[src/hdl/assert_macros.svh]
// ----------------------------------------------------------------------------
// Assertion macros
// Shared wrappers for the concurrent checks in the RTL.
// ----------------------------------------------------------------------------
`ifndef ASSERT_MACROS_SVH
`define ASSERT_MACROS_SVH

// Check that is switched off while reset is asserted.
`define CHK_ON(label, clk, rst_n, prop, msg) \
    label: assert property (@(posedge clk) disable iff (!rst_n) prop) else $error(msg);

// Check that is also evaluated during reset.
`define CHK_ALWAYS(label, clk, prop, msg) \
    label: assert property (@(posedge clk) prop) else $error(msg);

`endif

[src/hdl/atapio_pkg.sv]
// ----------------------------------------------------------------------------
// ATA PIO sequencer package
// Types, constants and descriptor format shared by the sequencer modules.
// ----------------------------------------------------------------------------
`default_nettype none

package atapio_pkg;

    localparam int SECTOR_WORDS = 256;
    localparam int WORD_IDX_W   = $clog2(SECTOR_WORDS);

    localparam int POLL_W = 20;
    localparam logic [POLL_W-1:0] POLL_LIMIT_RESET = POLL_W'(100000);

    localparam int FIFO_DEPTH = 4;
    localparam int FIFO_PTR_W = $clog2(FIFO_DEPTH);

    localparam int IN_DATA_W  = 64;
    localparam int IN_USER_W  = 2;
    localparam int OUT_DATA_W = 24;
    localparam int OUT_USER_W = 3;

    localparam logic [28:0] LBA_END = 29'h1000_0000;

    localparam logic [7:0] SR_BSY = 8'h80;
    localparam logic [7:0] SR_RDY = 8'h40;
    localparam logic [7:0] SR_DF  = 8'h20;
    localparam logic [7:0] SR_DRQ = 8'h08;
    localparam logic [7:0] SR_ERR = 8'h01;

    localparam logic [2:0] REG_DATA       = 3'd0;
    localparam logic [2:0] REG_SECT_COUNT = 3'd2;
    localparam logic [2:0] REG_LBA_LO     = 3'd3;
    localparam logic [2:0] REG_LBA_MID    = 3'd4;
    localparam logic [2:0] REG_LBA_HI     = 3'd5;
    localparam logic [2:0] REG_DEVSEL     = 3'd6;
    localparam logic [2:0] REG_CMD_STATUS = 3'd7;

    localparam logic [7:0] DEVSEL_BASE  = 8'he0;
    localparam logic [7:0] DEVSEL_SLAVE = 8'h10;
    localparam logic [7:0] CMD_READ     = 8'h20;
    localparam logic [7:0] CMD_WRITE    = 8'h30;
    localparam logic [7:0] CMD_FLUSH    = 8'he7;

    localparam logic [2:0] REQ_LAST_STEP = 3'd6;

    typedef enum logic [1:0] {
        FUNC_READ   = 2'd0,
        FUNC_WRITE  = 2'd1,
        FUNC_STATUS = 2'd2,
        FUNC_DATA   = 2'd3
    } func_t;

    typedef enum logic [2:0] {
        KIND_REG_WRITE   = 3'd0,
        KIND_DATA_WRITE  = 3'd1,
        KIND_STATUS_READ = 3'd2,
        KIND_DATA_READ   = 3'd3,
        KIND_HOST_DATA   = 3'd4,
        KIND_NEED_SECTOR = 3'd5,
        KIND_DONE        = 3'd6
    } kind_t;

    typedef enum logic [1:0] {
        CODE_OK          = 2'd0,
        CODE_DEV_ERROR   = 2'd1,
        CODE_TIMEOUT     = 2'd2,
        CODE_BAD_REQUEST = 2'd3
    } code_t;

    typedef enum logic [1:0] {
        PH_IDLE       = 2'd0,
        PH_WAIT_DRQ   = 2'd1,
        PH_XFER       = 2'd2,
        PH_WAIT_READY = 2'd3
    } phase_t;

    typedef enum logic [1:0] {
        OP_ONE = 2'd0,
        OP_TWO = 2'd1,
        OP_REQ = 2'd2
    } op_t;

    typedef struct packed {
        op_t         op;
        kind_t       a_kind;
        logic [2:0]  a_reg;
        logic [15:0] a_value;
        code_t       a_code;
        kind_t       b_kind;
        logic [2:0]  b_reg;
        code_t       b_code;
        logic [27:0] lba;
        logic [7:0]  count;
        logic        slave;
        logic        wr;
    } desc_t;

    typedef struct packed {
        logic full;
        logic empty;
    } fifo_stat_t;

    typedef struct packed {
        kind_t       kind;
        logic [2:0]  reg_index;
        logic [15:0] value;
        code_t       code;
    } beat_t;

endpackage

`default_nettype wire

[src/hdl/atapio_front.sv]
// ----------------------------------------------------------------------------
// ATA PIO sequencer front end
// Accepts request, status and data beats, runs the command state machine and
// queues a descriptor of the result beats that each accepted item causes.
// ----------------------------------------------------------------------------
`default_nettype none

module atapio_front (
    input  wire logic                                 aclk,
    input  wire logic                                 aresetn,
    input  wire logic                                 s_tvalid,
    output logic                                      s_tready,
    input  wire logic [atapio_pkg::IN_DATA_W-1:0]     s_tdata,
    input  wire logic [atapio_pkg::IN_USER_W-1:0]     s_tuser,
    input  wire logic                                 cfg_wr_en,
    input  wire logic [atapio_pkg::POLL_W-1:0]        cfg_wr_data,
    input  wire atapio_pkg::fifo_stat_t               q_stat,
    output logic                                      q_push,
    output atapio_pkg::desc_t                         q_desc
);

    function automatic atapio_pkg::desc_t mk(
        input atapio_pkg::op_t   op,
        input atapio_pkg::kind_t ak,
        input logic [2:0]        ar,
        input logic [15:0]       av,
        input atapio_pkg::code_t ac,
        input atapio_pkg::kind_t bk,
        input logic [2:0]        br,
        input atapio_pkg::code_t bc
    );
        atapio_pkg::desc_t d;
        d         = '0;
        d.op      = op;
        d.a_kind  = ak;
        d.a_reg   = ar;
        d.a_value = av;
        d.a_code  = ac;
        d.b_kind  = bk;
        d.b_reg   = br;
        d.b_code  = bc;
        return d;
    endfunction

    atapio_pkg::phase_t                    phase_reg, phase_next;
    logic                                  is_write_reg, is_write_next;
    logic [7:0]                            sectors_left_reg, sectors_left_next;
    logic [atapio_pkg::WORD_IDX_W-1:0]     word_index_reg, word_index_next;
    logic [atapio_pkg::POLL_W-1:0]         poll_count_reg, poll_count_next;
    logic                                  flush_reg, flush_next;
    logic [atapio_pkg::POLL_W-1:0]         poll_limit_reg;

    atapio_pkg::func_t  func;
    logic [27:0]        lba;
    logic [7:0]         count;
    logic               slave;
    logic [7:0]         st;
    logic [15:0]        word;
    logic               accept;
    logic [28:0]        lba_end;
    logic [atapio_pkg::POLL_W-1:0] poll_inc;
    logic [7:0]         sectors_dec;
    logic               st_fault;
    atapio_pkg::desc_t  status_desc;
    atapio_pkg::kind_t  word_kind;

    assign func  = atapio_pkg::func_t'(s_tuser);
    assign lba   = s_tdata[27:0];
    assign count = s_tdata[35:28];
    assign slave = s_tdata[36];
    assign st    = s_tdata[44:37];
    assign word  = s_tdata[60:45];

    assign s_tready    = !q_stat.full;
    assign accept      = s_tvalid && s_tready;
    assign lba_end     = {1'b0, lba} + {21'd0, count};
    assign poll_inc    = poll_count_reg + 1'b1;
    assign sectors_dec = sectors_left_reg - 1'b1;
    assign st_fault    = |(st & (atapio_pkg::SR_ERR | atapio_pkg::SR_DF));
    assign word_kind   = is_write_reg ? atapio_pkg::KIND_DATA_WRITE
                                      : atapio_pkg::KIND_HOST_DATA;
    assign status_desc = mk(atapio_pkg::OP_ONE, atapio_pkg::KIND_STATUS_READ,
                            atapio_pkg::REG_CMD_STATUS, 16'd0, atapio_pkg::CODE_OK,
                            atapio_pkg::KIND_DONE, atapio_pkg::REG_DATA,
                            atapio_pkg::CODE_OK);

    always_ff @(posedge aclk) begin
        if (!aresetn) begin
            phase_reg        <= atapio_pkg::PH_IDLE;
            is_write_reg     <= 1'b0;
            sectors_left_reg <= '0;
            word_index_reg   <= '0;
            poll_count_reg   <= '0;
            flush_reg        <= 1'b0;
            poll_limit_reg   <= atapio_pkg::POLL_LIMIT_RESET;
        end else begin
            phase_reg        <= phase_next;
            is_write_reg     <= is_write_next;
            sectors_left_reg <= sectors_left_next;
            word_index_reg   <= word_index_next;
            poll_count_reg   <= poll_count_next;
            flush_reg        <= flush_next;
            if (cfg_wr_en) begin
                poll_limit_reg <= cfg_wr_data;
            end
        end
    end

    always_comb begin
        phase_next        = phase_reg;
        is_write_next     = is_write_reg;
        sectors_left_next = sectors_left_reg;
        word_index_next   = word_index_reg;
        poll_count_next   = poll_count_reg;
        flush_next        = flush_reg;
        q_push            = 1'b0;
        q_desc            = status_desc;

        if (accept) begin
            case (phase_reg)
                atapio_pkg::PH_IDLE: begin
                    if (func == atapio_pkg::FUNC_READ || func == atapio_pkg::FUNC_WRITE) begin
                        q_push = 1'b1;
                        if (count == 8'd0 || lba_end > atapio_pkg::LBA_END) begin
                            q_desc = mk(atapio_pkg::OP_ONE, atapio_pkg::KIND_DONE,
                                        atapio_pkg::REG_DATA, 16'd0,
                                        atapio_pkg::CODE_BAD_REQUEST,
                                        atapio_pkg::KIND_DONE, atapio_pkg::REG_DATA,
                                        atapio_pkg::CODE_OK);
                        end else begin
                            q_desc.op    = atapio_pkg::OP_REQ;
                            q_desc.lba   = lba;
                            q_desc.count = count;
                            q_desc.slave = slave;
                            q_desc.wr    = (func == atapio_pkg::FUNC_WRITE);
                            is_write_next     = (func == atapio_pkg::FUNC_WRITE);
                            sectors_left_next = count;
                            word_index_next   = '0;
                            flush_next        = 1'b0;
                            poll_count_next   = '0;
                            phase_next        = atapio_pkg::PH_WAIT_DRQ;
                        end
                    end
                end
                atapio_pkg::PH_WAIT_DRQ, atapio_pkg::PH_WAIT_READY: begin
                    if (func == atapio_pkg::FUNC_STATUS) begin
                        q_push = 1'b1;
                        if (st_fault) begin
                            q_desc = mk(atapio_pkg::OP_ONE, atapio_pkg::KIND_DONE,
                                        atapio_pkg::REG_DATA, 16'd0,
                                        atapio_pkg::CODE_DEV_ERROR,
                                        atapio_pkg::KIND_DONE, atapio_pkg::REG_DATA,
                                        atapio_pkg::CODE_OK);
                            phase_next = atapio_pkg::PH_IDLE;
                        end else if (phase_reg == atapio_pkg::PH_WAIT_DRQ
                                     && !(|(st & atapio_pkg::SR_BSY))
                                     && (|(st & atapio_pkg::SR_DRQ))) begin
                            q_desc = mk(atapio_pkg::OP_ONE,
                                        is_write_reg ? atapio_pkg::KIND_NEED_SECTOR
                                                     : atapio_pkg::KIND_DATA_READ,
                                        atapio_pkg::REG_DATA, 16'd0, atapio_pkg::CODE_OK,
                                        atapio_pkg::KIND_DONE, atapio_pkg::REG_DATA,
                                        atapio_pkg::CODE_OK);
                            phase_next      = atapio_pkg::PH_XFER;
                            word_index_next = '0;
                        end else if (phase_reg == atapio_pkg::PH_WAIT_READY
                                     && !(|(st & atapio_pkg::SR_BSY))
                                     && (|(st & atapio_pkg::SR_RDY))) begin
                            if (!flush_reg) begin
                                q_desc = mk(atapio_pkg::OP_TWO, atapio_pkg::KIND_REG_WRITE,
                                            atapio_pkg::REG_CMD_STATUS,
                                            {8'd0, atapio_pkg::CMD_FLUSH},
                                            atapio_pkg::CODE_OK,
                                            atapio_pkg::KIND_STATUS_READ,
                                            atapio_pkg::REG_CMD_STATUS,
                                            atapio_pkg::CODE_OK);
                                flush_next      = 1'b1;
                                poll_count_next = '0;
                            end else begin
                                q_desc = mk(atapio_pkg::OP_ONE, atapio_pkg::KIND_DONE,
                                            atapio_pkg::REG_DATA, 16'd0,
                                            atapio_pkg::CODE_OK,
                                            atapio_pkg::KIND_DONE, atapio_pkg::REG_DATA,
                                            atapio_pkg::CODE_OK);
                                phase_next = atapio_pkg::PH_IDLE;
                            end
                        end else begin
                            poll_count_next = poll_inc;
                            if (poll_inc >= poll_limit_reg) begin
                                q_desc = mk(atapio_pkg::OP_ONE, atapio_pkg::KIND_DONE,
                                            atapio_pkg::REG_DATA, 16'd0,
                                            atapio_pkg::CODE_TIMEOUT,
                                            atapio_pkg::KIND_DONE, atapio_pkg::REG_DATA,
                                            atapio_pkg::CODE_OK);
                                phase_next = atapio_pkg::PH_IDLE;
                            end
                        end
                    end
                end
                atapio_pkg::PH_XFER: begin
                    if (func == atapio_pkg::FUNC_DATA) begin
                        q_push = 1'b1;
                        if (word_index_reg
                            != atapio_pkg::WORD_IDX_W'(atapio_pkg::SECTOR_WORDS - 1)) begin
                            word_index_next = word_index_reg + 1'b1;
                            q_desc = mk(is_write_reg ? atapio_pkg::OP_ONE : atapio_pkg::OP_TWO,
                                        word_kind, atapio_pkg::REG_DATA, word,
                                        atapio_pkg::CODE_OK,
                                        atapio_pkg::KIND_DATA_READ, atapio_pkg::REG_DATA,
                                        atapio_pkg::CODE_OK);
                        end else begin
                            word_index_next   = '0;
                            sectors_left_next = sectors_dec;
                            if (sectors_dec != 8'd0 || is_write_reg) begin
                                q_desc = mk(atapio_pkg::OP_TWO, word_kind,
                                            atapio_pkg::REG_DATA, word, atapio_pkg::CODE_OK,
                                            atapio_pkg::KIND_STATUS_READ,
                                            atapio_pkg::REG_CMD_STATUS,
                                            atapio_pkg::CODE_OK);
                                poll_count_next = '0;
                                phase_next = (sectors_dec != 8'd0)
                                             ? atapio_pkg::PH_WAIT_DRQ
                                             : atapio_pkg::PH_WAIT_READY;
                            end else begin
                                q_desc = mk(atapio_pkg::OP_TWO, word_kind,
                                            atapio_pkg::REG_DATA, word, atapio_pkg::CODE_OK,
                                            atapio_pkg::KIND_DONE, atapio_pkg::REG_DATA,
                                            atapio_pkg::CODE_OK);
                                phase_next = atapio_pkg::PH_IDLE;
                            end
                        end
                    end
                end
                default: begin
                    phase_next = atapio_pkg::PH_IDLE;
                end
            endcase
        end
    end

endmodule

`default_nettype wire

[src/hdl/atapio_fifo.sv]
// ----------------------------------------------------------------------------
// ATA PIO sequencer descriptor queue
// Short first-in first-out queue between the front end and the back end.
// ----------------------------------------------------------------------------
`default_nettype none

module atapio_fifo (
    input  wire logic                    aclk,
    input  wire logic                    aresetn,
    input  wire logic                    push,
    input  wire atapio_pkg::desc_t       push_data,
    input  wire logic                    pop,
    output atapio_pkg::desc_t            pop_data,
    output atapio_pkg::fifo_stat_t       stat
);

    atapio_pkg::desc_t mem [atapio_pkg::FIFO_DEPTH];

    logic [atapio_pkg::FIFO_PTR_W-1:0] wr_ptr_reg, rd_ptr_reg;
    logic [atapio_pkg::FIFO_PTR_W:0]   fill_reg, fill_next;
    logic                              do_push, do_pop;

    assign stat.full  = (fill_reg == (atapio_pkg::FIFO_PTR_W + 1)'(atapio_pkg::FIFO_DEPTH));
    assign stat.empty = (fill_reg == '0);
    assign do_push    = push && !stat.full;
    assign do_pop     = pop && !stat.empty;
    assign pop_data   = mem[rd_ptr_reg];

    always_comb begin
        fill_next = fill_reg;
        if (do_push && !do_pop) begin
            fill_next = fill_reg + 1'b1;
        end else if (do_pop && !do_push) begin
            fill_next = fill_reg - 1'b1;
        end
    end

    always_ff @(posedge aclk) begin
        if (!aresetn) begin
            wr_ptr_reg <= '0;
            rd_ptr_reg <= '0;
            fill_reg   <= '0;
        end else begin
            fill_reg <= fill_next;
            if (do_push) begin
                wr_ptr_reg <= wr_ptr_reg + 1'b1;
            end
            if (do_pop) begin
                rd_ptr_reg <= rd_ptr_reg + 1'b1;
            end
        end
    end

    always_ff @(posedge aclk) begin
        if (do_push) begin
            mem[wr_ptr_reg] <= push_data;
        end
    end

endmodule

`default_nettype wire

[src/hdl/atapio_back.sv]
// ----------------------------------------------------------------------------
// ATA PIO sequencer back end
// Expands queued descriptors into result beats, one per cycle while the sink is
// ready, through a registered output stage.
// ----------------------------------------------------------------------------
`default_nettype none

module atapio_back (
    input  wire logic                                 aclk,
    input  wire logic                                 aresetn,
    input  wire atapio_pkg::desc_t                    q_desc,
    input  wire atapio_pkg::fifo_stat_t               q_stat,
    output logic                                      q_pop,
    output logic                                      m_tvalid,
    input  wire logic                                 m_tready,
    output logic [atapio_pkg::OUT_DATA_W-1:0]         m_tdata,
    output logic [atapio_pkg::OUT_USER_W-1:0]         m_tuser,
    output logic                                      m_tlast
);

    logic [2:0]         step_reg;
    logic               m_tvalid_reg;
    logic               m_tlast_reg;
    atapio_pkg::beat_t  beat_reg;
    atapio_pkg::beat_t  beat;
    logic               is_last;
    logic               load;
    logic [7:0]         devsel;

    assign devsel = atapio_pkg::DEVSEL_BASE
                  | (q_desc.slave ? atapio_pkg::DEVSEL_SLAVE : 8'd0)
                  | {4'd0, q_desc.lba[27:24]};

    always_comb begin
        beat.kind      = atapio_pkg::KIND_REG_WRITE;
        beat.reg_index = atapio_pkg::REG_DATA;
        beat.value     = 16'd0;
        beat.code      = atapio_pkg::CODE_OK;
        is_last        = 1'b1;
        case (q_desc.op)
            atapio_pkg::OP_REQ: begin
                is_last = (step_reg == atapio_pkg::REQ_LAST_STEP);
                case (step_reg)
                    3'd0: begin
                        beat.reg_index = atapio_pkg::REG_DEVSEL;
                        beat.value     = {8'd0, devsel};
                    end
                    3'd1: begin
                        beat.reg_index = atapio_pkg::REG_SECT_COUNT;
                        beat.value     = {8'd0, q_desc.count};
                    end
                    3'd2: begin
                        beat.reg_index = atapio_pkg::REG_LBA_LO;
                        beat.value     = {8'd0, q_desc.lba[7:0]};
                    end
                    3'd3: begin
                        beat.reg_index = atapio_pkg::REG_LBA_MID;
                        beat.value     = {8'd0, q_desc.lba[15:8]};
                    end
                    3'd4: begin
                        beat.reg_index = atapio_pkg::REG_LBA_HI;
                        beat.value     = {8'd0, q_desc.lba[23:16]};
                    end
                    3'd5: begin
                        beat.reg_index = atapio_pkg::REG_CMD_STATUS;
                        beat.value     = {8'd0, q_desc.wr ? atapio_pkg::CMD_WRITE
                                                          : atapio_pkg::CMD_READ};
                    end
                    default: begin
                        beat.kind      = atapio_pkg::KIND_STATUS_READ;
                        beat.reg_index = atapio_pkg::REG_CMD_STATUS;
                    end
                endcase
            end
            atapio_pkg::OP_TWO: begin
                is_last = (step_reg != 3'd0);
                if (step_reg == 3'd0) begin
                    beat.kind      = q_desc.a_kind;
                    beat.reg_index = q_desc.a_reg;
                    beat.value     = q_desc.a_value;
                    beat.code      = q_desc.a_code;
                end else begin
                    beat.kind      = q_desc.b_kind;
                    beat.reg_index = q_desc.b_reg;
                    beat.code      = q_desc.b_code;
                end
            end
            default: begin
                beat.kind      = q_desc.a_kind;
                beat.reg_index = q_desc.a_reg;
                beat.value     = q_desc.a_value;
                beat.code      = q_desc.a_code;
            end
        endcase
    end

    assign load  = !q_stat.empty && (!m_tvalid_reg || m_tready);
    assign q_pop = load && is_last;

    always_ff @(posedge aclk) begin
        if (!aresetn) begin
            step_reg     <= '0;
            m_tvalid_reg <= 1'b0;
        end else begin
            if (load) begin
                m_tvalid_reg <= 1'b1;
                step_reg     <= is_last ? 3'd0 : step_reg + 1'b1;
            end else if (m_tready) begin
                m_tvalid_reg <= 1'b0;
            end
        end
    end

    always_ff @(posedge aclk) begin
        if (load) begin
            beat_reg    <= beat;
            m_tlast_reg <= is_last;
        end
    end

    assign m_tvalid = m_tvalid_reg;
    assign m_tlast  = m_tlast_reg;
    assign m_tuser  = beat_reg.kind;
    assign m_tdata  = {3'd0, beat_reg.code, beat_reg.value, beat_reg.reg_index};

endmodule

`default_nettype wire

[src/hdl/ata_pio_command_sequencer.sv]
// ----------------------------------------------------------------------------
// ATA PIO LBA28 command sequencer
// Host-side sequencer that turns read and write requests into task-file
// accesses, status polls and sector data transfers.
// ----------------------------------------------------------------------------
// The front end takes one input beat per cycle while its four-entry descriptor
// queue has room, and the back end sends one result beat per cycle while the
// sink is ready. Each item gives result beats: none for an ignored beat, one
// for a rejected request, one or two for a status byte or data word and seven
// for an accepted command, so the sustained rate is set by the output port and
// the queue only absorbs bursts. When the queue is empty, the first result beat
// of an item passes through the queue entry and then the registered output
// stage before it is valid.
`default_nettype none
`include "assert_macros.svh"

module ata_pio_command_sequencer (
    input  wire logic                                 aclk,
    input  wire logic                                 aresetn,
    // s_tdata: lba[27:0], count[35:28], drive_slave[36], status_byte[44:37],
    // data_word[60:45], zero[63:61]
    input  wire logic                                 s_tvalid,
    output logic                                      s_tready,
    input  wire logic [atapio_pkg::IN_DATA_W-1:0]     s_tdata,
    // s_tuser: func[1:0]
    input  wire logic [atapio_pkg::IN_USER_W-1:0]     s_tuser,
    // m_tdata: reg_index[2:0], value[18:3], code[20:19], zero[23:21]
    output logic                                      m_tvalid,
    input  wire logic                                 m_tready,
    output logic [atapio_pkg::OUT_DATA_W-1:0]         m_tdata,
    // m_tuser: kind[2:0]
    output logic [atapio_pkg::OUT_USER_W-1:0]         m_tuser,
    output logic                                      m_tlast,
    input  wire logic                                 cfg_wr_en,
    input  wire logic [atapio_pkg::POLL_W-1:0]        cfg_wr_data
);

    atapio_pkg::fifo_stat_t q_stat;
    atapio_pkg::desc_t      push_desc;
    atapio_pkg::desc_t      head_desc;
    logic                   q_push;
    logic                   q_pop;

    atapio_front u_front (
        .aclk        (aclk),
        .aresetn     (aresetn),
        .s_tvalid    (s_tvalid),
        .s_tready    (s_tready),
        .s_tdata     (s_tdata),
        .s_tuser     (s_tuser),
        .cfg_wr_en   (cfg_wr_en),
        .cfg_wr_data (cfg_wr_data),
        .q_stat      (q_stat),
        .q_push      (q_push),
        .q_desc      (push_desc)
    );

    atapio_fifo u_fifo (
        .aclk      (aclk),
        .aresetn   (aresetn),
        .push      (q_push),
        .push_data (push_desc),
        .pop       (q_pop),
        .pop_data  (head_desc),
        .stat      (q_stat)
    );

    atapio_back u_back (
        .aclk     (aclk),
        .aresetn  (aresetn),
        .q_desc   (head_desc),
        .q_stat   (q_stat),
        .q_pop    (q_pop),
        .m_tvalid (m_tvalid),
        .m_tready (m_tready),
        .m_tdata  (m_tdata),
        .m_tuser  (m_tuser),
        .m_tlast  (m_tlast)
    );

    `CHK_ALWAYS(a_reset_no_output, aclk, !aresetn |=> !m_tvalid, "Output valid after reset")
    `CHK_ON(a_done_is_last, aclk, aresetn, (m_tvalid && m_tuser == atapio_pkg::KIND_DONE) |-> m_tlast, "Done beat not marked last")
    `CHK_ON(a_status_reg, aclk, aresetn, (m_tvalid && m_tuser == atapio_pkg::KIND_STATUS_READ) |-> (m_tdata[2:0] == atapio_pkg::REG_CMD_STATUS), "Status read not at status register")

endmodule

`default_nettype wire

[config.mk]
export PLATFORM = sky130hd
export DESIGN_NAME = ata_pio_command_sequencer
export DESIGN_NICKNAME = d
export VERILOG_FILES = /design/src/hdl/atapio_pkg.sv /design/src/hdl/atapio_front.sv /design/src/hdl/atapio_fifo.sv /design/src/hdl/atapio_back.sv /design/src/hdl/ata_pio_command_sequencer.sv
export VERILOG_INCLUDE_DIRS = /design/src /design/src/hdl
export SDC_FILE = /design/constraint.sdc
export NUM_CORES = 1
export LEC_CHECK = 0
export BUFFER_PORTS_ARGS = -buffer_cell sky130_fd_sc_hd__buf_2
export CAP_MARGIN = 30
export CORE_MARGIN = 8
export CORE_UTILIZATION = 35
export CTS_CLUSTER_DIAMETER = 30
export DETAILED_ROUTE_END_ITERATION = 8
export GPL_TIMING_DRIVEN = 0
export REMOVE_ABC_BUFFERS = 1
export SYNTH_ARGS = -nofsm -noshare
export SYNTH_HDL_FRONTEND = slang
export SYNTH_SLANG_ARGS = --single-unit
[constraint.sdc]
create_clock -name aclk -period 4.75 [get_ports aclk]
set_clock_uncertainty 0.2 [all_clocks]
set_input_delay 0.475 -clock aclk [delete_from_list [all_inputs] [get_ports aclk]]
set_output_delay 0.475 -clock aclk [all_outputs]
set_load 0.02 [all_outputs]
# == Word level (Yosys, flattened, before mapping) ==
# Memories as Yosys holds them, arrays and structs flattened. A register that Yosys moved wholly into a read port is not among the register bits.
# Cells that the tools add are included.
# word_totals
reg_bits,96
ramBits,288
inputBits,91
out_inout_bits,30
wordCells,188
mem_count,1
# mem_list
memory,words,width,rd,rd_ports_with_merged_regs,write_ports,line_no,text
u_fifo.mem,4,72,1,1,1,atapio_fifo.sv:17,atapio_pkg::desc_t mem [atapio_pkg::FIFO_DEPTH];
# classes
addsub,9
magnitude_cmp,2
n_eq_ne,29
mux,87
n_bitwise,2
n_reduce_logical,41
# op_table
operator,n
$mux 72,7
$pmux 72 s3,1
$mux 20,10
$mux 71,2
$mux 8,11
$mux 70,1
$pmux 20 s3,1
$pmux 8 s6,1
$mux 46,1
$pmux 22 s2,1
$mux 38,1
$mux 2,17
$mux 32,1
$add 28x8->29,1
$gt 29x29->1 const B,1
$pmux 8 s3,1
$add 20x1->20 const B,1
$ge 20x20->1,1
$mux 16,1
$pmux 8 s2,1
$reduce_and 8->1,2
$mux 1,15
$mux 3,5
$pmux 3 s5,1
39 further kinds,85

# == Depth between registers and ports, before layout ==
# Gate-level depths: netlist of the first run.
# depth
ltp_word,10
ltp_mapped,19
depth_no_buf,18

# == By module ==
# A second synthesis of the first run with hierarchy kept.
# hier_totals
cells_unflattened,1296
hier_area_um2,18089.8
# by_module_without_submodules
mod,n_inst,cells_per_inst,area_per_inst_um2,seq_area_each_um2
atapio_fifo,1,424,10943.0,8828.5
atapio_front,1,705,5333.9,1201.2
atapio_back,1,167,1813.0,830.8

# == Worst setup path after synthesis of the first run ==
# No wires, ideal clock.
# synth_path
path_type,register to register
from,reg (tool-made name)
to,reg u_fifo.fill_reg[2] (netlist name)
setup_time_ns,0.071
t_arrival_ns,4.421
t_required_ns,4.479
setup_slack_ns,0.059
stages_incl_launch_ff,16
path_buffers,4
synth_period_minus_slack_ns,4.691
path_cell_list,dfxtp_1 buf_1 clkbuf_1 buf_1 mux4_2 inv_1 ha_1 clkbuf_1 o21bai_1 nand2_1 ha_1 inv_1 fa_1 xor2_1 or3_1 a21oi_1
# synth_lines
element,line_no,text
"end signal, assigned",atapio_fifo.sv:44,fill_reg <= fill_next;
"end, declared",atapio_fifo.sv:20,"logic [atapio_pkg::FIFO_PTR_W:0] fill_reg, fill_next;"

==> results.sh, run 1 <==
export IMPL_tritoncts="done"
export IMPL_final_antenna_net_count=0
export IMPL_synth_top_family_by_area="simple AND/OR/NAND/NOR gates"
export IMPL_die_h_um=234
export IMPL_crit_top_cell="nand3_1"
export IMPL_cp_end_kind="register"
export IMPL_final_nets=1556
export IMPL_area_growth_pct=26.4
export IMPL_layout_min_cycle_time_ps=4430
export IMPL_drtIter0Drc=635
export IMPL_die_w_um=234
export IMPL_wl_um=40300
export IMPL_relSlewSlack_pct=34.8
export IMPL_post_cts_buffers=0
export IMPL_fill_cells=4165
export IMPL_grt_overflow=0
export IMPL_track_usage_pct=14.9
export IMPL_synthSimpleGateAreaFrac_pct=11.3
export IMPL_avgViaCountPerCell=5.25
export IMPL_synth_compound_area_share_pct=9.73
export IMPL_post_synth_cell_area_avg_sq_um=13.2
export IMPL_cts_sinks=358
export IMPL_status="finished, final reports clean"
export IMPL_ys_async_sr_fraction_pct=0
export IMPL_powerDensity_nw_per_um2=589
export IMPL_cp_data_required_time_ps=4850
export IMPL_met1_length_um=17200
export IMPL_yosys_area_top_type="edfxtp_1"
export IMPL_worst_path_max_delay_cell="dfxtp_1"
export IMPL_synthAdderAreaFrac_pct=3.56
export IMPL_slew_viol_final=0
export IMPL_yosysWarnings=0
export IMPL_critPathMaxFanout=6
export IMPL_io_buffers=111
export IMPL_wl_met3_um=2280
export IMPL_ys_top_cells_by_area="edfxtp_1 52%, dfxtp_1 8.8%, mux4_2 8.7%, ha_1 3.3%, nand2_1 2.2%"
export IMPL_synth_cell_type_count=80
export IMPL_hp_class="in -> reg"
export IMPL_drive_gt1_share_pct=23.6
export IMPL_yosysTopAreaCellShare_pct=51.6
export IMPL_cts_buffers=82
export IMPL_synth_seq_cells=358
export IMPL_clkLatencyLatePin_ps=590
export IMPL_dp_cells=1920
export IMPL_largest_reg_flops=260
export IMPL_max_freq_ghz=0.226
export IMPL_clock_path_buffers=3
export IMPL_antenna_found_initial=3
export IMPL_regMostFlops="u_fifo.mem"
export IMPL_grt_max_degree=54
export IMPL_netlist_instances=1254
export IMPL_synth_edf_count=285
export IMPL_initial_core_util_pct=35.6
export IMPL_pin_count=121
export IMPL_die_area_sq_um=54600
export IMPL_synthXorXnorAreaFrac_pct=1.74
export IMPL_dr_wl_met2_um=20100
export IMPL_tightest_slew_ps=978
export IMPL_firstDrtPassIters=5
export IMPL_path_clk_slew_ps=40
export IMPL_p_leak_nw=7.62
export IMPL_max_cap_viol_count=0
export IMPL_drt_wirelength_per_cell_um=19.2
export IMPL_critPathLaunchType="register"
export IMPL_finalCritPeriodShare_pct=93.3
export IMPL_setup_viol_count_final=0
export IMPL_vias=11000
export IMPL_synth_top_flop_cell="edfxtp_1"
export IMPL_routed_top_layer="met4"
export IMPL_vdd_drop_max_mv=0.282
export IMPL_root_buffer="clkbuf_16"
export IMPL_cp_top_family="simple AND/OR/NAND/NOR gates"
export IMPL_grt_pass1_wl_um=63600
export IMPL_path_class="reg -> reg"
export IMPL_hpwl_um=26400
export IMPL_rows=79
export IMPL_critPathBufInv=0
export IMPL_critPathMaxStageDelay_ps=420
export IMPL_drc_errors=0
export IMPL_hold_viol_final=0
export IMPL_place_congestion=0.830
export IMPL_grt_pass1_vias=11400
export IMPL_setup_tns_final_ps=0
export IMPL_syn_cell_area_sq_um=16600
export IMPL_synth_seq_area_share_pct=60.4
export IMPL_multi_input_area_sq_um=6180
export IMPL_final_cells=2094
export IMPL_htreeDepth=3
export IMPL_synthMuxAreaShare_pct=10.5
export IMPL_core_area_sq_um=46700
export IMPL_arrival_ps=4530
export IMPL_seqCellArea_sq_um=10000
export IMPL_cp_cell_sequence="ha_2 > nand3_1 > nor2_2 > nand2_1 > nor2_2 > and3_2 > nand3_1 > xnor2_1 > ha_1 > a21o_1 > a211oi_2 > nand3_1 > a21oi_1 > a221oi_2 > nor3b_2 > o22a_1 > a21oi_1"
layout make-up:
class | count | area share [%]
antenna | 4 | 0.0477
clock buffer | 101 | 10.4
clock inverter | 47 | 2.82
inverter | 53 | 0.949
multi-input combinational | 780 | 29.5
sequential | 358 | 47.8
tap | 607 | 3.62
timing repair buffer | 144 | 4.87
cell usage after synthesis (30+ instances only):
| master | instances |
|---|---|
| o21ai_0 | 33 |
| nand2_1 | 96 |
| a21oi_1 | 53 |
| inv_1 | 52 |
| clkbuf_1 | 49 |
| and2_1 | 47 |
| nand3_1 | 30 |
| nor2_1 | 75 |
| mux4_2 | 64 |
| ha_1 | 44 |
| dfxtp_1 | 73 |
| edfxtp_1 | 285 |
metrics by stage:
step / setup slack [ps] / utilization, % / total power, mW / hold slack (ps) / instance area (sq um)
floorplan: -896 / - / 5.91 / 245 / 16300
detailed placement: -101 / 38.4 / 6.87 / 270 / 17900
global route: -12.9 / 44.9 / 12.9 / 64.6 / 21000
finish: 318 / 44.9 / 12.4 / 74.5 / 21000
CTS: 123 / 44.9 / 12.5 / 33.6 / 20900
global placement: -2800 / 37.8 / 6.77 / 256 / 17700
worst register-to-register path: cells and delay by family (launching register included):
kind	cells	cell delay, ps
AOI/OAI and AO/OA	6	1110
adders and majority gates	2	540
xor gates and xnor gates	1	230
and+or+nand+nor	8	1620
DFF	1	420
cell families (layout without fill, tap and decap cells):
| group | count (synthesis) | after routing |
|---|---|---|
| flip-flops | 358 | 358 |
| XOR/XNOR | 33 | 33 |
| AO/OA/AOI/OAI | 235 | 235 |
| multiplexers | 93 | 93 |
| adder cells (fa/ha/maj) | 46 | 46 |
| buffers and inverters | 118 | 345 |
| other | 1 | 7 |
| AND/OR/NAND/NOR | 370 | 370 |
routing by layer:
layer,GRT usage [%],vias to the layer above
li1,-,5193
met1,18.3,5456
met2,25.4,286
met3,3.72,65
met4,4.86,0
met5,0,-
report_power, final:
group | total, mW | internal (mW) | switching, mW | leakage [nW]
sequential | 4.12 | 3.91 | 0.207 | 3.24
clock | 5.56 | 3.85 | 1.71 | 1.35
combinational | 2.68 | 1.10 | 1.58 | 3.04
total | 12.4 | 8.86 | 3.50 | 7.62
worst paths after layout:
check,cells after the start,end,slack [ps],startpoint
setup / recovery,17,u_fifo.mem[2][69]$_DFFE_PP_,320,u_front.poll_count_reg[0]$_SDFFE_PN0P_
hold / removal,3,u_front.is_write_reg$_SDFFE_PN0P_,70,s_tuser[0]
setup reg to reg,17,u_fifo.mem[2][69]$_DFFE_PP_,320,u_front.poll_count_reg[0]$_SDFFE_PN0P_
hold reg to reg,2,u_back.m_tvalid$_SDFFE_PN0P_,270,u_back.m_tvalid$_SDFFE_PN0P_
what timing repair did:
item | CTS | global route
resized for setup | 2 | 8
gates cloned | 0 | 0
hold buffers | 21 | 0
setup endpoints to repair | 9 | 14
pin swaps | 0 | 1
endpoints found under the hold margin | 21 | 0
cell usage in the layout (no fill, tap or decap), types with 8 or more instances in the layout:
cell / netlist / layout
edfxtp_1: 285 / 285
buf_2: 3 / 112
nand2_1: 96 / 96
clkbuf_16: 0 / 83
dfxtp_1: 73 / 71
nor2_1: 75 / 70
mux4_2: 64 / 64
a21oi_1: 53 / 52
inv_1: 52 / 51
and2_1: 47 / 43
ha_1: 44 / 43
o21ai_0: 33 / 33
nand3_1: 30 / 30
mux2i_1: 25 / 25
and3_1: 22 / 21
dlygate4sd3_1: 0 / 21
xnor2_1: 20 / 20
nand4_1: 19 / 19
nor2b_1: 18 / 18
nor3_1: 18 / 18
a31oi_1: 17 / 17
a211oi_1: 16 / 15
o22ai_1: 14 / 14
clkbuf_1: 49 / 14
xor2_1: 13 / 13
a22o_1: 11 / 11
bufinv_16: 0 / 11
a21o_1: 10 / 10
nand2b_1: 10 / 10
o21a_1: 10 / 10
o211ai_1: 10 / 10
clkinv_2: 0 / 10
clkinv_1: 1 / 9
buf_16: 0 / 8
Note: power is estimated with default switching activity, not from simulation.
==> run 2, diff against run 1 <==
--- a/config.mk
+++ b/config.mk
@@ -6,6 +6,7 @@
 export SDC_FILE = /design/constraint.sdc
 export NUM_CORES = 1
 export LEC_CHECK = 0
+export ABC_AREA = 1
 export BUFFER_PORTS_ARGS = -buffer_cell sky130_fd_sc_hd__buf_2
 export CAP_MARGIN = 30
 export CORE_MARGIN = 8
==> run 2 against run 1 <==
Against the previous run:
- synthesized cell count grew 43%
- critical path type unchanged
- flip-flop and latch count is the same
- largest cell class unchanged
- total power grew 12%
- utilization shrank 0.073 points
- clock power grew 5.2%
- maximum frequency grew 1.6%
- highest routed layer is now met5
- largest power group unchanged
==> results.sh, run 2 <==
export IMPL_crit_top_cell="inv_1"
export IMPL_final_cells=2620
export IMPL_clock_path_buffers=3
export IMPL_path_clk_slew_ps=50
export IMPL_layout_common_cells="305 x nor2_1, 285 x edfxtp_1, 254 x nand2_1, 207 x inv_1, 184 x o21ai_0"
export IMPL_synth_seq_cells=358
export IMPL_io_buffers=111
export IMPL_drtIter0Drc=962
export IMPL_ys_top_cells_by_area="edfxtp_1 51%, dfxtp_1 8.6%, nor2_1 6.9%, nand2_1 5.6%, o21ai_0 5.5%"
export IMPL_whs_ps=53.0
export IMPL_tightest_slew_ps=963
export IMPL_max_freq_ghz=0.229
export IMPL_tritoncts="done"
export IMPL_pin_count=121
export IMPL_met1_usage_pct=19.4
export IMPL_core_area_sq_um=47700
export IMPL_critPathLaunchType="register"
export IMPL_cp_end_kind="register"
export IMPL_layout_min_cycle_time_ps=4360
export IMPL_antenna_found_initial=1
export IMPL_synthMuxAreaShare_pct=0
export IMPL_wl_um=43700
export IMPL_final_antenna_net_count=0
export IMPL_setup_viol_count_final=0
export IMPL_vias=13100
export IMPL_synth_most_common_cell="nor2_1"
export IMPL_worst_path_max_delay_cell="inv_2"
export IMPL_arrival_ps=4630
export IMPL_cts_buffers=79
export IMPL_cp_data_required_time_ps=5020
export IMPL_use_met2_pct=25.4
export IMPL_ys_async_sr_fraction_pct=0
export IMPL_dp_cells=2454
export IMPL_status="finished, final reports clean"
export IMPL_r2r_slack_ps=390
export IMPL_area_growth_pct=26.7
export IMPL_place_congestion=0.791
export IMPL_whs_path_depth=3
export IMPL_rsz0062_at_grt="false"
export IMPL_hp_class="in -> reg"
export IMPL_p_total_mw=13.8
export IMPL_avgViaCountPerCell=5.00
export IMPL_grt_overflow=0
export IMPL_hold_viol_final=0
export IMPL_critPathMaxFanout=39
export IMPL_grt_pass1_vias=12800
export IMPL_root_buffer="clkbuf_16"
export IMPL_grt_pass1_wl_um=68400
export IMPL_relSlewSlack_pct=35.4
export IMPL_slew_viol_final=0
export IMPL_netlist_instances=1787
export IMPL_synth_edf_count=285
export IMPL_hpwl_um=28800
export IMPL_synth_top_family_by_area="simple AND/OR/NAND/NOR gates"
export IMPL_drt_wirelength_per_cell_um=16.7
export IMPL_grt_max_degree=79
export IMPL_cts_sinks=358
export IMPL_yosysTopAreaCellShare_pct=50.6
export IMPL_track_usage_pct=15.3
export IMPL_synth_top_flop_cell="edfxtp_1"
export IMPL_rows=80
export IMPL_drc_errors=0
export IMPL_grtUsageMet3_pct=3.32
export IMPL_min_from="s_tuser[0]"
export IMPL_die_w_um=236
export IMPL_syn_cell_area_sq_um=16900
export IMPL_n_antenna_cell=0
export IMPL_setup_tns_final_ps=0
export IMPL_critPathMaxStageDelay_ps=530
export IMPL_synth_seq_area_share_pct=59.2
export IMPL_synth_cell_type_count=50
export IMPL_worstReg2RegEnd="u_fifo.fill_reg[2]$_SDFFE_PN0P_"
export IMPL_powerDensity_nw_per_um2=645
export IMPL_synth_common_cells="309 x nor2_1, 285 x edfxtp_1, 254 x nand2_1"
export IMPL_synth_compound_area_share_pct=12.2
export IMPL_initial_core_util_pct=35.4
export IMPL_die_h_um=236
export IMPL_yosys_area_top_type="edfxtp_1"
export IMPL_synthAdderAreaFrac_pct=3.49
export IMPL_path_class="reg -> reg"
export IMPL_finalCritPeriodShare_pct=91.9
export IMPL_cp_cell_sequence="inv_2 > buf_12 > a21oi_1 > a32oi_1 > inv_1 > ha_1 > inv_1 > nor2_1 > nor3_1 > nor2_1 > inv_1 > ha_1 > inv_1 > fa_1 > a21oi_1 > o21ai_0 > o21ai_0 > a21oi_1"
export IMPL_drive_gt1_share_pct=14.1
export IMPL_top_usage_layer="met2"
export IMPL_final_common_cell="nor2_1"
export IMPL_clkLatencyLatePin_ps=590
export IMPL_ff2ff_path_depth=18
export IMPL_largest_reg_flops=260
export IMPL_post_synth_cell_area_avg_sq_um=9.47
export IMPL_firstDrtPassIters=5
export IMPL_die_area_sq_um=55600
export IMPL_final_nets=2078
export IMPL_min_to="u_front.is_write_reg$_SDFFE_PN0P_"
export IMPL_synthXorXnorAreaFrac_pct=1.35
export IMPL_synthSimpleGateAreaFrac_pct=16.9
export IMPL_htreeDepth=3
export IMPL_max_cap_viol_count=0
export IMPL_vdd_drop_max_mv=0.309
export IMPL_yosysWarnings=0
export IMPL_regMostFlops="u_fifo.mem"
export IMPL_p_leak_nw=8.85
[run 2: cell count changes in the layout (fill, tap and decap cells not counted), sizes merged, moves of 27 or more]
cell	delta
a21oi	+52
and2	-47
inv	+157
mux4	-64
nand2	+161
nand3	+27
nor2	+237
o21ai	+148
o22ai	+33
[run 2: metal layers]
metal / part of all wire (%) / wire length [um]
met1: 44 / 19300
met2: 48 / 20800
met3: 5.6 / 2430
met4: 2.6 / 1130
met5: 0.030 / 13
[run 2: timing repair]
item,CTS,global route
hold endpoints to repair,20,0
endpoints found under the setup margin,1,15
buffers inserted,1,0
resized for setup,0,3
hold buffers,20,0
[run 2: cell families (layout without fill, tap and decap cells)]
| group | count (synthesis) | after routing |
|---|---|---|
| AOI/OAI and AO/OA | 375 | 375 |
| buffers and inverters | 291 | 507 |
| DFF | 358 | 358 |
| adders and majority gates | 46 | 46 |
| xor gates and xnor gates | 26 | 26 |
| other | 1 | 3 |
| and+or+nand+nor | 690 | 690 |
[run 2: how the worst max path moves through the flow]
stage,startpoint,endpoint
2_1_floorplan,register,u_fifo.fill_reg[2]$_SDFFE_PN0P_
4_1_cts,register,u_fifo.fill_reg[2]$_SDFFE_PN0P_
5_1_grt,u_front.poll_count_reg[0]$_SDFFE_PN0P_,u_fifo.mem[1][69]$_DFFE_PP_
3_5_place_dp,register,u_fifo.fill_reg[2]$_SDFFE_PN0P_
3_3_place_gp,register,u_back.m_tdata[11]$_DFFE_PP_
6_report,register,u_fifo.fill_reg[2]$_SDFFE_PN0P_
[run 2: worst max-delay path, delay by kind of cell (launching register included)]
family,cells,cell delay (ps)
buffers and inverters,6,1190
AND/OR/NAND/NOR,3,830
AO/OA/AOI/OAI,6,790
adder cells (fa/ha/maj),3,740
flip-flops,1,470
[run 2: final cells by class]
cell class	instances	area, sq um
inverter	215	815
timing repair buffer	147	1100
tap	615	769
clock inverter	49	812
fill	4360	26300
clock buffer	96	2080
multi-input combinational	1140	5820
sequential	358	10000
[run 2: where the power goes]
part / switching (mW) / leakage (nW) / internal, mW
Sequential: 0.286 / 3.37 / 4.11
Combinational: 2.47 / 4.10 / 1.12
Clock: 1.75 / 1.38 / 4.10
[run 2: through the flow]
step | setup slack, ps | utilization, % | area, sq um
2_1_floorplan | -1940 | - | 16600
3_3_place_gp | -6580 | 37.5 | 17900
3_5_place_dp | -26.7 | 38.3 | 18300
4_1_cts | 175 | 44.9 | 21400
5_1_grt | 29.8 | 44.9 | 21400
6_report | 387 | 44.9 | 21400
==> run 3, diff against run 2 <==
--- a/config.mk
+++ b/config.mk
@@ -14,6 +14,8 @@
 export CTS_CLUSTER_DIAMETER = 30
 export DETAILED_ROUTE_END_ITERATION = 8
 export GPL_TIMING_DRIVEN = 0
+export MAX_ROUTING_LAYER = met4
+export RECOVER_POWER = 50
 export REMOVE_ABC_BUFFERS = 1
 export SYNTH_ARGS = -nofsm -noshare
 export SYNTH_HDL_FRONTEND = slang
==> run 3 against run 2 <==
Against the previous run:
- the flow now finishes with violations (max-capacitance violations, max-slew violations)
- non-clock buffer count is 1 higher
- flip-flop and latch count stayed put
- sequential power hardly changed
- worst setup slack worse by 130 ps
- routed wire length is 1.2% lower
- sequential share of layout area is 0.96 points higher
- maximum frequency is 2.9% lower
- combinational power hardly changed
- count of clock-buffer cells in the layout is 12 lower
- final cell count is 0.19% lower
- final area is 2.0% lower
- critical path depth is 1 higher
- critical path type is now in -> reg
==> results.sh, run 3 (synthesis gave the netlist of run 2 again) <==
export IMPL_final_antenna_net_count=0
export IMPL_powerDensity_nw_per_um2=628
export IMPL_layout_common_cells="308 x nor2_1, 285 x edfxtp_1, 256 x nand2_1, 207 x inv_1, 183 x o21ai_0"
export IMPL_p_total_mw=13.2
export IMPL_grt_max_degree=81
export IMPL_final_common_cell="nor2_1"
export IMPL_die_area_sq_um=55600
export IMPL_tightest_slew_ps=1940
export IMPL_final_nets=2075
export IMPL_vdd_drop_max_mv=0.320
export IMPL_hpwl_um=28800
export IMPL_critPathMaxFanout=24
export IMPL_drive_gt1_share_pct=12.2
export IMPL_die_h_um=236
export IMPL_pin_count=121
export IMPL_setup_viol_count_final=0
export IMPL_cts_sinks=358
export IMPL_rsz0062_at_grt="false"
export IMPL_setup_tns_final_ps=0
export IMPL_area_growth_pct=24.1
export IMPL_dp_cells=2456
export IMPL_final_cells=2615
export IMPL_place_ws_ps=67.4
export IMPL_stdcell_area_sq_um=21000
export IMPL_max_cap_viol_count=1
export IMPL_wl_um=43100
export IMPL_cp_end_kind="register"
export IMPL_die_w_um=236
export IMPL_hold_viol_final=0
export IMPL_io_buffers=111
export IMPL_arrival_ps=4650
export IMPL_hp_class="in -> reg"
export IMPL_tritoncts="done"
export IMPL_path_clk_slew_ps=50
export IMPL_status="complete, but fails checks"
export IMPL_finalCritPeriodShare_pct=94.6
export IMPL_p_leak_nw=8.61
export IMPL_grt_pass1_wl_um=68800
export IMPL_cts_buffers=75
export IMPL_core_area_sq_um=47700
export IMPL_firstDrtPassIters=5
export IMPL_critPathLaunchType="primary input"
export IMPL_initial_core_util_pct=35.4
export IMPL_violations="max-capacitance violations, max-slew violations"
export IMPL_layout_min_cycle_time_ps=4490
export IMPL_drt_wirelength_per_cell_um=16.5
export IMPL_drtIter0Drc=981
export IMPL_root_buffer="clkbuf_16"
export IMPL_avgViaCountPerCell=4.94
export IMPL_path_class="in -> reg"
export IMPL_max_freq_ghz=0.223
export IMPL_placed_cell_area_sq_um=18400
export IMPL_track_usage_pct=15.7
export IMPL_grt_overflow=0
export IMPL_largest_reg_flops=260
export IMPL_regMostFlops="u_fifo.mem"
export IMPL_htreeDepth=3
export IMPL_cp_data_required_time_ps=4910
export IMPL_rows=80
export IMPL_setup_ws_ps=259
export IMPL_vias=12900
export IMPL_reg2reg_from="u_front.phase_reg[0]$_SDFFE_PN0P_"
export IMPL_clock_path_buffers=3
export IMPL_drc_errors=0
export IMPL_relSlewSlack_pct=-30.0
export IMPL_cp_startpoint="s_tdata[28]"
export IMPL_clkLatencyLatePin_ps=580
export IMPL_slew_viol_final=13
export IMPL_min_from="s_tdata[57]"
export IMPL_place_congestion=0.832
export IMPL_antenna_found_initial=2
export IMPL_grt_pass1_vias=12900
[run 3: cell count changes in the layout (fill, tap and decap cells not counted), sizes merged]
cell      previous run  this run
clkbuf              96       116
diode                0         2
clkinvlp             7        10
buf                127        96
clkinv              25        29
bufinv              18        10
inv                214       219
[run 3: power breakdown]
part | internal (mW) | total [mW] | switching, mW
Clock | 3.52 | 5.22 | 1.71
Combinational | 1.11 | 3.56 | 2.45
Sequential | 4.11 | 4.39 | 0.284
[run 3: critical path, stage by stage]
cell and delay (ps):
clkbuf_1 150, ha_1 240, fa_1 460, nand3_1 150, nand2_1 120, nand2_1 100, nand2_1 110, nand3_1 90
nand2_1 50, inv_1 50, nand2_1 50, nor2_1 100, nand3_1 100, o21bai_1 350, nand2_1 220, nor2_1 210
nand3_1 820, buf_16 480, nor2_1 290
[run 3: worst paths after layout]
| path | cells past startpoint | slack (ps) | to |
|---|---|---|---|
| min | 3 | 60 | u_fifo.mem[0][60]$_DFFE_PP_ |
| max reg2reg | 13 | 510 | u_fifo.mem[1][22]$_DFFE_PP_ |
| max | 19 | 260 | u_fifo.mem[2][36]$_DFFE_PP_ |
| min reg2reg | 2 | 260 | register |
[run 3: cell type report]
| cell class | count | area (sq um) |
|---|---|---|
| Sequential cell | 358 | 10000 |
| Inverter | 215 | 812 |
| Fill cell | 4498 | 26800 |
| Clock buffer | 84 | 1950 |
| Clock inverter | 53 | 616 |
| Timing Repair Buffer | 148 | 1070 |
| Tap cell | 615 | 769 |
| Multi-Input combinational cell | 1140 | 5740 |
| Antenna cell | 2 | 5.00 |
[run 3: timing repair]
action / 4_1_cts / 5_1_grt
hold buffers: 20 / 0
setup endpoints to repair: 0 / 5
gates resized for setup: 0 / 4
endpoints found under the hold margin: 20 / 0
setup buffers: 0 / 0
[run 3: metrics by stage]
| step | utilization, % | hold WS, ps |
|---|---|---|
| floorplan | - | 235 |
| global placement | 37.5 | 252 |
| detailed placement | 38.5 | 248 |
| CTS | 44.3 | 41.1 |
| global route | 44.0 | 65.9 |
| finish | 44.0 | 64.7 |
[run 3: per-layer routing]
layer,track usage [%],vias up,wire length (um)
li1,-,6415,-
met1,19.6,6098,19700
met2,25.5,331,20500
met3,3.18,66,2030
met4,4.48,0,839
met5,-,-,0
